**config.mk**
```make
export PLATFORM = sky130hd
export DESIGN_NAME = soft_rtc_calendar_sync_top
export DESIGN_NICKNAME = d
export VERILOG_FILES = /design/src/sv/rtcs_pkg.sv /design/src/sv/rtcs_epoch_calc.sv /design/src/sv/rtcs_hms_split.sv /design/src/sv/soft_rtc_calendar_sync_top.sv
export SDC_FILE = /design/constraint.sdc
export NUM_CORES = 2
export LEC_CHECK = 0
export BUFFER_PORTS_ARGS = -buffer_cell sky130_fd_sc_hd__buf_4
export CAP_MARGIN = 20
export CORE_AREA = 2 2 354 356
export CTS_CLUSTER_SIZE = 30
export DETAILED_ROUTE_END_ITERATION = 8
export DIE_AREA = 0 0 356 358
export PLACE_DENSITY = 0.71
export SLEW_MARGIN = 25
export SYNTH_ARGS = -nofsm -noshare
export SYNTH_HDL_FRONTEND = slang
export SYNTH_SLANG_ARGS = --single-unit
export TNS_END_PERCENT = 50
```
**constraint.sdc**
```tcl
create_clock -name clock -period 9 [get_ports clock]
set_input_delay 0.45 -clock clock [delete_from_list [all_inputs] [get_ports clock]]
set_output_delay 0.45 -clock clock [all_outputs]
set_load 0.05 [all_outputs]
```
**src/sv/rtcs_pkg.sv**
```systemverilog
// shared types, constants and the month table for the soft rtc calendar sync block
package rtcs_pkg;

   // millisecond ticks per second and its reciprocal for the elapsed-seconds divide
   localparam int unsigned TICKS_PER_SECOND = 1000;
   localparam int unsigned TPS_LOG2         = $clog2(TICKS_PER_SECOND);
   localparam int unsigned TPS_SHIFT        = 32 + TPS_LOG2;
   localparam int unsigned TPS_PROD_W       = TPS_SHIFT + 32;
   localparam logic [32:0] TPS_RECIP        =
      33'((((64'd1 << TPS_SHIFT) + 64'(TICKS_PER_SECOND) - 64'd1) / 64'(TICKS_PER_SECOND)));

   localparam logic        CMD_SYNC       = 1'b0;

   localparam logic [11:0] YEAR_BASE      = 12'd2000;
   localparam logic [8:0]  DAYS_PER_YEAR  = 9'd365;
   localparam logic [3:0]  MONTH_FIRST    = 4'd1;
   localparam logic [3:0]  MONTH_LAST     = 4'd12;
   localparam logic [3:0]  MONTH_FEB      = 4'd2;
   localparam logic [16:0] SECS_PER_DAY   = 17'd86400;
   localparam logic [11:0] SECS_PER_HOUR  = 12'd3600;
   localparam logic [5:0]  SECS_PER_MIN   = 6'd60;
   localparam logic [5:0]  MIN_PER_HOUR   = 6'd60;
   localparam logic [4:0]  HOURS_PER_DAY  = 5'd24;
   localparam logic [31:0] EPOCH_2000     = 32'd946684800;

   // exact reciprocal multipliers for 32-bit dividends
   localparam logic [31:0] DIV60_MULT     = 32'h88888889;
   localparam int unsigned DIV60_SHIFT    = 37;
   localparam logic [31:0] DIV3600_MULT   = 32'h91A2B3C5;
   localparam int unsigned DIV3600_SHIFT  = 43;
   // exact for 18-bit dividends
   localparam logic [17:0] DIV3_MULT      = 18'd174763;
   localparam int unsigned DIV3_SHIFT     = 19;

   typedef struct packed {
      logic        command;
      logic [11:0] year;
      logic [3:0]  month;
      logic [4:0]  day;
      logic [4:0]  hour;
      logic [5:0]  minute;
      logic [5:0]  second;
      logic [31:0] tick_ms;
   } req_type;

   typedef struct packed {
      logic        valid_res;
      logic [31:0] epoch_seconds;
      logic [4:0]  now_hour;
      logic [5:0]  now_minute;
      logic [5:0]  now_second;
   } rsp_type;

   // current time handed from the epoch pipeline to the time-of-day split
   typedef struct packed {
      logic        valid_res;
      logic [31:0] secs;
   } secs_type;

   function automatic logic [8:0] days_before_month(input logic [3:0] idx);
      logic [8:0] d;
      case (idx)
         4'd0:    d = 9'd0;
         4'd1:    d = 9'd31;
         4'd2:    d = 9'd59;
         4'd3:    d = 9'd90;
         4'd4:    d = 9'd120;
         4'd5:    d = 9'd151;
         4'd6:    d = 9'd181;
         4'd7:    d = 9'd212;
         4'd8:    d = 9'd243;
         4'd9:    d = 9'd273;
         4'd10:   d = 9'd304;
         4'd11:   d = 9'd334;
         default: d = 9'd0;
      endcase
      return d;
   endfunction

endpackage

```
**src/sv/rtcs_epoch_calc.sv**
```systemverilog
// calendar to epoch conversion, clock base state and current-seconds pipeline
module rtcs_epoch_calc
   import rtcs_pkg::*;
(
   input  logic     clock,
   input  logic     reset,
   input  logic     in_valid,
   output logic     in_ready,
   input  req_type  in_data,
   output logic     out_valid,
   input  logic     out_ready,
   output secs_type out_data
);

   typedef struct packed {
      logic        is_sync;
      logic        valid_res;
      logic [31:0] days;
      logic [16:0] tod;
      logic [31:0] elapsed;
   } st2_type;

   typedef struct packed {
      logic        is_sync;
      logic        valid_res;
      logic [31:0] value;
   } st3_type;

   logic     s1_valid_ff, s2_valid_ff, s3_valid_ff, s4_valid_ff;
   logic     s1_take, s2_take, s3_take, s4_take;
   req_type  s1_data_ff;
   st2_type  s2_data_ff, s2_data_in;
   st3_type  s3_data_ff, s3_data_in;
   secs_type s4_data_ff, s4_data_in;

   logic        synced_ff;
   logic [31:0] base_tick_ff, base_tick_in;
   logic [31:0] base_epoch_ff, base_epoch_in;
   logic        sync_s1_move, sync_s3_move;

   // a stage loads when it is empty or its content moves on
   assign s4_take  = !s4_valid_ff || out_ready;
   assign s3_take  = !s3_valid_ff || s4_take;
   assign s2_take  = !s2_valid_ff || s3_take;
   assign s1_take  = !s1_valid_ff || s2_take;
   assign in_ready = s1_take;

   // base tick and valid flag are read by queries in stage 1, base seconds in stage 3
   assign sync_s1_move  = s1_valid_ff && s2_take && (s1_data_ff.command == CMD_SYNC);
   assign sync_s3_move  = s3_valid_ff && s4_take && s3_data_ff.is_sync;
   assign base_tick_in  = s1_data_ff.tick_ms;
   assign base_epoch_in = s3_data_ff.value;

   // stage 1: day count, time of day, elapsed ticks
   always_comb begin
      logic [11:0] y_off;
      logic [3:0]  m_cl;
      logic [20:0] y_days;
      logic [12:0] y_p3;
      logic        leap_add;
      y_off = s1_data_ff.year - YEAR_BASE;
      if (s1_data_ff.month < MONTH_FIRST) begin
         m_cl = MONTH_FIRST;
      end else if (s1_data_ff.month > MONTH_LAST) begin
         m_cl = MONTH_LAST;
      end else begin
         m_cl = s1_data_ff.month;
      end
      y_days   = 21'(y_off) * 21'(DAYS_PER_YEAR);
      y_p3     = 13'(y_off) + 13'd3;
      leap_add = (m_cl > MONTH_FEB) && (y_off[1:0] == 2'b00);
      s2_data_in.is_sync   = (s1_data_ff.command == CMD_SYNC);
      s2_data_in.valid_res = (s1_data_ff.command == CMD_SYNC) || synced_ff;
      // day 0 wraps to one day before the first
      s2_data_in.days = 32'(y_days) + 32'(y_p3[12:2])
                      + 32'(days_before_month(m_cl - MONTH_FIRST))
                      + 32'(leap_add) + 32'(s1_data_ff.day) - 32'd1;
      s2_data_in.tod  = 17'(s1_data_ff.hour) * 17'(SECS_PER_HOUR)
                      + 17'(s1_data_ff.minute) * 17'(SECS_PER_MIN)
                      + 17'(s1_data_ff.second);
      s2_data_in.elapsed = s1_data_ff.tick_ms - base_tick_ff;
   end

   // stage 2: sync base in seconds, or whole seconds elapsed
   always_comb begin
      logic [TPS_PROD_W-1:0] prod;
      logic [31:0]           day_secs;
      day_secs = 32'(s2_data_ff.days * 32'(SECS_PER_DAY));
      prod     = TPS_PROD_W'(s2_data_ff.elapsed) * TPS_PROD_W'(TPS_RECIP);
      s3_data_in.is_sync   = s2_data_ff.is_sync;
      s3_data_in.valid_res = s2_data_ff.valid_res;
      if (s2_data_ff.is_sync) begin
         s3_data_in.value = day_secs + 32'(s2_data_ff.tod) + EPOCH_2000;
      end else begin
         s3_data_in.value = prod[TPS_SHIFT +: 32];
      end
   end

   // stage 3: current seconds, forced to zero before the first sync
   always_comb begin
      s4_data_in.valid_res = s3_data_ff.valid_res;
      if (!s3_data_ff.valid_res) begin
         s4_data_in.secs = 32'd0;
      end else if (s3_data_ff.is_sync) begin
         s4_data_in.secs = s3_data_ff.value;
      end else begin
         s4_data_in.secs = base_epoch_ff + s3_data_ff.value;
      end
   end

   always_ff @(posedge clock) begin
      if (reset) begin
         s1_valid_ff   <= 1'b0;
         s2_valid_ff   <= 1'b0;
         s3_valid_ff   <= 1'b0;
         s4_valid_ff   <= 1'b0;
         synced_ff     <= 1'b0;
         base_tick_ff  <= 32'd0;
         base_epoch_ff <= 32'd0;
      end else begin
         if (s1_take) begin
            s1_valid_ff <= in_valid;
         end
         if (s2_take) begin
            s2_valid_ff <= s1_valid_ff;
         end
         if (s3_take) begin
            s3_valid_ff <= s2_valid_ff;
         end
         if (s4_take) begin
            s4_valid_ff <= s3_valid_ff;
         end
         if (sync_s1_move) begin
            synced_ff    <= 1'b1;
            base_tick_ff <= base_tick_in;
         end
         if (sync_s3_move) begin
            base_epoch_ff <= base_epoch_in;
         end
      end
   end

   always_ff @(posedge clock) begin
      if (s1_take) begin
         s1_data_ff <= in_data;
      end
      if (s2_take) begin
         s2_data_ff <= s2_data_in;
      end
      if (s3_take) begin
         s3_data_ff <= s3_data_in;
      end
      if (s4_take) begin
         s4_data_ff <= s4_data_in;
      end
   end

   assign out_valid = s4_valid_ff;
   assign out_data  = s4_data_ff;

endmodule

```
**src/sv/rtcs_hms_split.sv**
```systemverilog
// splits epoch seconds into hour, minute and second of day
module rtcs_hms_split
   import rtcs_pkg::*;
(
   input  logic     clock,
   input  logic     reset,
   input  logic     in_valid,
   output logic     in_ready,
   input  secs_type in_data,
   output logic     rsp_valid,
   input  logic     rsp_ready,
   output rsp_type  rsp_data
);

   typedef struct packed {
      logic        valid_res;
      logic [31:0] secs;
      logic [26:0] q60;
      logic [20:0] q3600;
   } h1_type;

   typedef struct packed {
      logic        valid_res;
      logic [31:0] secs;
      logic [5:0]  sec;
      logic [5:0]  minute;
      logic [4:0]  q3600_lo;
      logic [4:0]  q24_lo;
   } h2_type;

   logic    h1_valid_ff, h2_valid_ff, out_valid_ff;
   logic    h1_take, h2_take, out_take;
   h1_type  h1_data_ff, h1_data_in;
   h2_type  h2_data_ff, h2_data_in;
   rsp_type out_data_ff, out_data_in;

   assign out_take = !out_valid_ff || rsp_ready;
   assign h2_take  = !h2_valid_ff || out_take;
   assign h1_take  = !h1_valid_ff || h2_take;
   assign in_ready = h1_take;

   // seconds / 60 and seconds / 3600 by reciprocal multiply
   always_comb begin
      logic [63:0] p60;
      logic [63:0] p3600;
      p60   = 64'(in_data.secs) * 64'(DIV60_MULT);
      p3600 = 64'(in_data.secs) * 64'(DIV3600_MULT);
      h1_data_in.valid_res = in_data.valid_res;
      h1_data_in.secs      = in_data.secs;
      h1_data_in.q60       = p60[DIV60_SHIFT +: 27];
      h1_data_in.q3600     = p3600[DIV3600_SHIFT +: 21];
   end

   // remainders are below 64, so six-bit arithmetic is exact; hours / 24 as (h / 8) / 3
   always_comb begin
      logic [11:0] sec_m;
      logic [11:0] min_m;
      logic [35:0] p3;
      sec_m = 12'(h1_data_ff.q60[5:0]) * 12'(SECS_PER_MIN);
      min_m = 12'(h1_data_ff.q3600[5:0]) * 12'(MIN_PER_HOUR);
      p3    = 36'(h1_data_ff.q3600[20:3]) * 36'(DIV3_MULT);
      h2_data_in.valid_res = h1_data_ff.valid_res;
      h2_data_in.secs      = h1_data_ff.secs;
      h2_data_in.sec       = h1_data_ff.secs[5:0] - sec_m[5:0];
      h2_data_in.minute    = h1_data_ff.q60[5:0] - min_m[5:0];
      h2_data_in.q3600_lo  = h1_data_ff.q3600[4:0];
      h2_data_in.q24_lo    = p3[DIV3_SHIFT +: 5];
   end

   always_comb begin
      logic [9:0] hr_m;
      hr_m = 10'(h2_data_ff.q24_lo) * 10'(HOURS_PER_DAY);
      out_data_in.valid_res     = h2_data_ff.valid_res;
      out_data_in.epoch_seconds = h2_data_ff.secs;
      out_data_in.now_hour      = h2_data_ff.q3600_lo - hr_m[4:0];
      out_data_in.now_minute    = h2_data_ff.minute;
      out_data_in.now_second    = h2_data_ff.sec;
   end

   always_ff @(posedge clock) begin
      if (reset) begin
         h1_valid_ff  <= 1'b0;
         h2_valid_ff  <= 1'b0;
         out_valid_ff <= 1'b0;
      end else begin
         if (h1_take) begin
            h1_valid_ff <= in_valid;
         end
         if (h2_take) begin
            h2_valid_ff <= h1_valid_ff;
         end
         if (out_take) begin
            out_valid_ff <= h2_valid_ff;
         end
      end
   end

   always_ff @(posedge clock) begin
      if (h1_take) begin
         h1_data_ff <= h1_data_in;
      end
      if (h2_take) begin
         h2_data_ff <= h2_data_in;
      end
      if (out_take) begin
         out_data_ff <= out_data_in;
      end
   end

   assign rsp_valid = out_valid_ff;
   assign rsp_data  = out_data_ff;

endmodule

```
**src/sv/soft_rtc_calendar_sync_top.sv**
```systemverilog
// top level of the soft rtc calendar sync block
// A sync transaction turns a 2000-2099 calendar date and time into Unix seconds and
// stores it with its millisecond tick; a query transaction returns that base plus the
// whole seconds elapsed since, with hour, minute and second of day, or all zeros before
// the first sync. Every transaction gives one result, in order. The block is a
// seven-stage pipeline (four stages for the epoch math, three for the time-of-day split,
// each multiplier followed by a register), so it takes one transaction per clock while
// results are taken at the output; the first stage loads at acceptance, and empty
// stages keep filling while a result waits at the output.
module soft_rtc_calendar_sync_top
   import rtcs_pkg::*;
(
   input  logic    clock,
   input  logic    reset,
   input  logic    req_valid,
   output logic    req_ready,
   input  req_type req_data,
   output logic    rsp_valid,
   input  logic    rsp_ready,
   output rsp_type rsp_data
);

   logic     secs_valid;
   logic     secs_ready;
   secs_type secs_data;

   rtcs_epoch_calc u_epoch_calc (
      .clock     (clock),
      .reset     (reset),
      .in_valid  (req_valid),
      .in_ready  (req_ready),
      .in_data   (req_data),
      .out_valid (secs_valid),
      .out_ready (secs_ready),
      .out_data  (secs_data)
   );

   rtcs_hms_split u_hms_split (
      .clock     (clock),
      .reset     (reset),
      .in_valid  (secs_valid),
      .in_ready  (secs_ready),
      .in_data   (secs_data),
      .rsp_valid (rsp_valid),
      .rsp_ready (rsp_ready),
      .rsp_data  (rsp_data)
   );

endmodule

```
==> flow_metrics.tcl <==
set metrics [dict create \
    grt_antenna_before_repair 2 \
    cts_buffer_depth 3 \
    syn_to_final_growth_pct 8.56 \
    die_w_microns 356 \
    yosysWarnings 0 \
    pin_count 127 \
    synth_commonest_cells "1863 x inv_1, 1348 x ha_1, 967 x fa_1" \
    yosysTopAreaCell "fa_1" \
    io_buffers 126 \
    root_buffer "clkbuf_16" \
    drt-initial-drc-count 2440 \
    syn_nets 8953 \
    cts.sinks 444 \
    crit_path_end "u_hms_split.h1_data_ff[10]" \
    nets 9200 \
    wl_per_cell_microns 18.7 \
    synthDistinctLibCells 82 \
    timing.fmax_ghz 0.117 \
    fin_crit_sh_pct 94.8 \
    synth_edf_count 372 \
    htreeDepth 2 \
    drt-total-wl_microns 159000 \
    dp_hpwl_microns 136000 \
    syn_avg_cell_area_sq_um 10.3 \
    reg2reg_to "u_hms_split.h1_data_ff[10]" \
    start_util_pct 54.6 \
    drv_slew 0 \
    rsz0062_at_grt "no" \
    path_clk_slew_ns 0.07 \
    ys_seq_elements 444 \
    grt_usage_pct 26.0 \
    cap_violations 0 \
    r2r_slack_ns 0.47 \
    drive_above_1_share_pct 4.38 \
    finalHoldViolations 0 \
    die_y_microns 358 \
    placement_rows 129 \
    skew_ns 0.0762 \
    tightest_slew_ns 1.02 \
    cts_resized 0 \
    synth_flop_cell "edfxtp_1" \
    post-route-drc-count 0 \
    gr-total-overflow 0 \
    cp-startpoint "u_epoch_calc.out_data[26]" \
    cts_tree "yes" \
    worstPathArrival_ns 8.91 \
    path_max_fanout 10 \
    layout_min_cycle_time_ns 8.53 \
    hold_class "primary input to flop" \
    synth.cell_area_sq_um 67400 \
    critPathLaunchType "flop" \
    via_per_inst 5.27 \
    fill_cells 10300 \
    ys_seq_area_share_pct 18.7 \
    synth_top_area_share_pct 28.7 \
    reg2reg_depth 23 \
    grt_pass1_vias 47900 \
    synthArstFlopShare_pct 0 \
    yosysMostFrequentCell "inv_1" \
    via_count 44700 \
    place_congestion 0.996 \
    cts_buffers 52 \
    die-area_sq_um 127000 \
    syn_inst 6563 \
    r2r_start "u_epoch_calc.out_data[26]" \
    crit_required_ns 9.38 \
    synth_area_leaders "fa_1 29%, ha_1 25%, edfxtp_1 17%" \
    status "completed" \
    grt_max_degree 78 \
    insertion_delay_ns 0.70 \
    setup_viol 0 \
    slew_headroom_pct 32.2 \
    finalSetupTns_ns 0 \
    ant_nets 0 \
    grt_pass1_wl_microns 258000 \
    endpoint_kind "flop" \
    coreArea_sq_um 123000 \
    crit_type "flop to flop" \
    first_pass_iters 5 \
]
## layout make-up
type / instances / area, sq um / area share (%)
diodes: 1 / 2.50 / 0.00342
clock buffers: 63 / 1470 / 2.01
clock inverters: 35 / 407 / 0.556
inverters: 1864 / 7000 / 9.57
multi-input cells: 4200 / 47600 / 65.0
flip-flops and latches: 444 / 12600 / 17.2
well taps: 1637 / 2050 / 2.80
repair buffers: 248 / 2040 / 2.79
## layout by cell type, fill, tap and decap left out, drive strengths merged, types with 13 or more instances in the layout
master / count
inv: 1870
nand3: 67
dlygate4sd3: 72
o211ai: 16
nor2b: 44
fa: 967
ha: 1348
a21o: 99
xor2: 71
nand4: 22
a21boi: 15
dfxtp: 72
o21bai: 29
o21ai: 167
nor2: 158
or3: 18
a211oi: 28
nor3: 50
buf: 176
xnor2: 189
o31ai: 13
a31oi: 19
edfxtp: 372
a21oi: 286
and3: 26
clkinv: 21
nand2b: 26
and2: 37
nand2: 306
o21a: 42
clkbuf: 63
## timing repair
item | 4_1_cts | 5_1_grt
endpoints found under the setup margin | 0 | 1
hold buffers | 72 | 0
endpoints found under the hold margin | 72 | 0
setup buffers | 0 | 6
## worst max-delay path, stage by stage, from the launching register on
cell and delay, ns:
edfxtp_1 0.77, ha_1 0.40, inv_1 0.15, fa_1 0.47
fa_1 0.52, inv_1 0.05, fa_1 0.46, fa_1 0.52
inv_1 0.06, fa_1 0.55, inv_1 0.05, fa_1 0.50
fa_1 0.43, ha_1 0.30, nand2_1 0.09, nor3_1 0.47
nand3_1 0.22, o311ai_0 0.61, a221oi_1 0.26, a21oi_1 0.55
a221oi_1 0.25, o21ai_0 0.32, a21oi_1 0.13, xnor2_1 0.13
## routing by layer
layer  GRT usage [%]  part of all wire [%]  vias to the layer above
met3            3.16                   4.7                      212
li1                -                     -                    21500
met1            35.0                    44                    22100
met5               0                0.0076                        -
met2            44.4                    48                      961
met4            7.54                   3.0                        2
## flip-flops by register name (all words and copies together) (netlist names), 2 cells and up
name                        flops
u_epoch_calc.base_tick_ff      32
u_epoch_calc.s2_data_ff        76
u_epoch_calc.base_epoch_ff     32
u_epoch_calc.base_epoch_in     32
u_hms_split.h2_data_ff         50
u_hms_split.h1_data_ff         60
u_epoch_calc.s1_data_ff        39
u_epoch_calc.base_tick_in      32
u_epoch_calc.s3_data_ff         2
u_epoch_calc.out_data          33
u_hms_split.rsp_data           48
## worst min path at each step
stage                                      startpoint                           to  slack [ns]  cells past startpoint
after global placement     u_hms_split.h1_data_ff[60]   u_hms_split.h2_data_ff[34]        0.40                      0
after global routing                            reset       u_epoch_calc.synced_ff        0.37                      2
after floorplan           u_epoch_calc.s1_data_ff[32]  u_epoch_calc.s2_data_ff[32]        0.40                      0
after CTS                                       reset     u_epoch_calc.s3_valid_ff        0.31                      2
final                                           reset     u_epoch_calc.s3_valid_ff        0.34                      2
after detailed placement   u_hms_split.h1_data_ff[56]   u_hms_split.h2_data_ff[30]        0.40                      0
## per-stage QoR
stage	utilization [%]	area, sq um	worst slack, ns	hold slack, ns	cells
6_report	59.3	73100	0.470	0.345	8492
5_1_grt	59.3	73100	0.0575	0.371	8491
4_1_cts	59.3	73100	0.308	0.306	8485
3_5_place_dp	57.2	70500	0.374	0.405	8315
3_3_place_gp	57.2	70500	0.437	0.401	8315
2_1_floorplan	-	67400	1.67	0.400	6563
## logic make-up (layout without fill, tap and decap cells)
kind of cell,Yosys count,in the layout,share of synthesized area [%]
buf+inv,1919,2210,10.7
other cells,0,1,0
xor+xnor,260,260,3.38
flops,444,444,18.7
fa+ha+maj,2315,2315,53.8
compound gates,805,805,7.54
simple gates,807,807,5.70
mux,13,13,0.197
Power is not shown: default switching activity piles up to over one toggle a cycle in this logic, so the estimate is an artifact.
